## config.mk

```make
export PLATFORM = sky130hd
export DESIGN_NAME = cmsg_ram
export DESIGN_NICKNAME = d
export VERILOG_FILES = /design/src/design/cmsg_ram.sv
export SDC_FILE = /design/constraint.sdc
export NUM_CORES = 1
export LEC_CHECK = 0
export ABC_AREA = 0
export BUFFER_PORTS_ARGS = -buffer_cell sky130_fd_sc_hd__buf_2
export CAP_MARGIN = 15
export CELL_PAD_IN_SITES_DETAIL_PLACEMENT = 1
export CELL_PAD_IN_SITES_GLOBAL_PLACEMENT = 2
export CORE_MARGIN = 2
export CORE_UTILIZATION = 37
export DETAILED_ROUTE_END_ITERATION = 6
export PLACE_DENSITY = 0.72
export SETUP_SLACK_MARGIN = 0.15
export SYNTH_ARGS = -nofsm -noshare
export SYNTH_HDL_FRONTEND = slang
export SYNTH_SLANG_ARGS = --single-unit
export TNS_END_PERCENT = 20
```

## constraint.sdc

```tcl
create_clock -name clk -period 1.1 [get_ports clk]
set_clock_uncertainty 0.05 [all_clocks]
set_input_delay 0.055 -clock clk [delete_from_list [all_inputs] [get_ports clk]]
set_output_delay 0.055 -clock clk [all_outputs]
set_load 0.02 [all_outputs]
```

## src/design/cmsg_ram.sv

```systemverilog
// Generic single-write, single-read RAM with a registered read port.
// Width and depth are parameters; no dependencies.
// Contents are undefined until written.
module cmsg_ram #(
	parameter int WIDTH = 8,
	parameter int DEPTH = 2
) (
	input  logic                     clk,
	input  logic                     we,
	input  logic [$clog2(DEPTH)-1:0] waddr,
	input  logic [WIDTH-1:0]         wdata,
	input  logic                     re,
	input  logic [$clog2(DEPTH)-1:0] raddr,
	output logic [WIDTH-1:0]         rdata
);

	logic [WIDTH-1:0] mem_q [DEPTH];

	always_ff @(posedge clk) begin
		if (we) begin
			mem_q[waddr] <= wdata;
		end
		if (re) begin
			rdata <= mem_q[raddr];
		end
	end

endmodule

```

==> metrics.cfg <==
[status]
status=complete, no violations

[job]
cap_violations=0

[power_and_ir_drop]
vdd_drop_max_mv=0.8497
power_density_nw_per_um2=1471
design_power_total_mw=1.631
leakage_nw=0.4337

[cts]
htreeDepth=1
cts_sinks=24
post_cts_buffers=0
clk_pin_slew_ns=0.12
root_buffer=clkbuf_4
clockBufferDepth=2
cts_tree=yes
numCtsBuffers=3
clk_latency_ns=0.30

[logic_synthesis]
seq_area_frac_synth_pct=83.36
synth_top_area_cell=edfxtp_1
synthTopCellsByCount=edfxtp_1, mux2_4, and2_1, buf_6, nor2b_1
syn_nets=48
synth-edff-count=24
syn_inst=35
synth-async-reset-ratio_pct=0
synth.top_cell.area_share_pct=83.36
yosysWarnings=0
synth-seq-cells=24
avgSynthCellArea_um2=24.70
netlist_top_cells_area=edfxtp_1, mux2_4, buf_6
post-synth-top-count-cell=edfxtp_1
ys.flop_type=edfxtp_1
syn-cell-area_um2=864.6
yosysUniqueCellTypes=5

[timing]
slew_viol_final=0
whs_ns=0.03519
grt_setup_unrepaired=yes
tightest_slew_ns=0.3664
relSlewSlack_pct=75.58
setup_viol=0
final_hold_viol_count=0
max_clock_freq_mhz=1026
post-route-min-period_ns=0.9747
fin_crit_sh_pct=88.61
fin_setup_tns_ns=0

[detailed_routing]
totalWireLength_um=1179
detail_route.iter0.violations=3
first_pass_iters=2
ant_nets=0
remaining_drc_errors=0
dr_total_vias=412
post_drt_wl_per_cell_um=12.41
via_per_inst=4.337

[setup_path]
criticalPathCategory=reg2reg
cp.required_ns=1.11
crit_arrival_ns=0.98
critPathLaunchType=flop
crit_path_cell_trace=mux2_4
cp_top_family=flip-flops
cp.buffers_inverters=0
path_max_fanout=1
cpPeakStageDelay_ns=0.40
end_kind=flop
slowest_stage=edfxtp_1

[grt]
grt_pass1_wl_um=1890
grt_max_degree=14
grt_pass1_vias=447
grt_overflow_total=0
antenna_found_initial=0
grt_usage_pct=10.27

[cells_and_area]
finalNetCount=81
drive_gt1_share_pct=47.76
multi_input_area_um2=132.6
fillers=222
diodes=0
syn2layout_area_growth_pct=28.22
seqCellArea_um2=720.7

[place]
gp_congestion=0.6196
port_buffers=20

[floorplanning]
rows=17
core_um2=2212
initial_core_util_pct=39.08
pin_count=21
die_h_um=52.34
die_w_um=52.34
dieArea_um2=2739

[worst_hold_path]
hold_path.class=in2reg

==> final timing paths <==
| kind | start | endpoint | slack [ns] | cells past startpoint |
|---|---|---|---|---|
| hold reg to reg | mem_q[0][3]$_DFFE_PP_ | rdata[3]$_DFFE_PP_ | 0.51 | 1 |
| setup / recovery | mem_q[0][4]$_DFFE_PP_ | rdata[4]$_DFFE_PP_ | 0.13 | 1 |
| hold / removal | re | rdata[0]$_DFFE_PP_ | 0.04 | 1 |
| setup reg to reg | mem_q[0][4]$_DFFE_PP_ | rdata[4]$_DFFE_PP_ | 0.13 | 1 |
==> per-stage QoR <==
step | area, um^2 | cells | util (%) | worst slack, ns
after floorplan | 864.6 | 35 | - | 0.1996
after global placement | 996.0 | 83 | 45.02 | 0.1421
after detailed placement | 996.0 | 83 | 45.02 | 0.1289
after CTS | 1102 | 95 | 49.83 | 0.1234
after global routing | 1109 | 95 | 50.11 | 0.09948
final | 1109 | 95 | 50.11 | 0.1253
==> repair_timing <==
action / 4_1_cts / 5_1_grt
gates resized for setup: 0 / 2
setup endpoints to repair: 8 / 14
hold endpoints to repair: 16 / 0
cloned: 0 / 0
hold buffers: 8 / 0
==> cells by family (layout without fill, tap and decap cells) <==
| logic type | Yosys count | count (layout) | share of synthesized area, % |
|---|---|---|---|
| and+or+nand+nor | 2 | 2 | 1.448 |
| DFF | 24 | 24 | 83.36 |
| buffers and inverters | 1 | 33 | 1.302 |
| muxes | 8 | 8 | 13.89 |
==> layer usage <==
metal | part of all wire, % | global-route usage (%)
met5 | 0 | 0
met4 | 2.1 | 6.410
met3 | 6.3 | 2.571
met2 | 50 | 18.96
met1 | 42 | 10.00
==> report_power, final <==
group	internal, mW	switching (mW)
logic	0.0936	0.0785
clock network	0.132	0.232
registers	1.08	0.0155
total	1.30	0.326
==> state kept, by name, indices dropped and copies added, names as in the netlist <==
register,flops
mem_q,16
rdata,8
==> layout make-up <==
type / instances / share of cell area, %
Sequential cell: 24 / 65.01
Clock inverter: 1 / 0.3386
Clock buffer: 3 / 2.032
Multi-Input combinational cell: 10 / 11.96
Tap cell: 28 / 3.160
Timing Repair Buffer: 29 / 17.49
==> cell usage in the layout (no fill, tap or decap) <==
| cell | count |
|---|---|
| clkinv_1 | 1 |
| buf_4 | 1 |
| edfxtp_1 | 24 |
| and2_1 | 1 |
| mux2_4 | 8 |
| buf_2 | 19 |
| clkbuf_4 | 3 |
| buf_6 | 1 |
| nor2b_1 | 1 |
| dlygate4sd3_1 | 8 |
No activity file was read; power rests on OpenSTA's default activity.
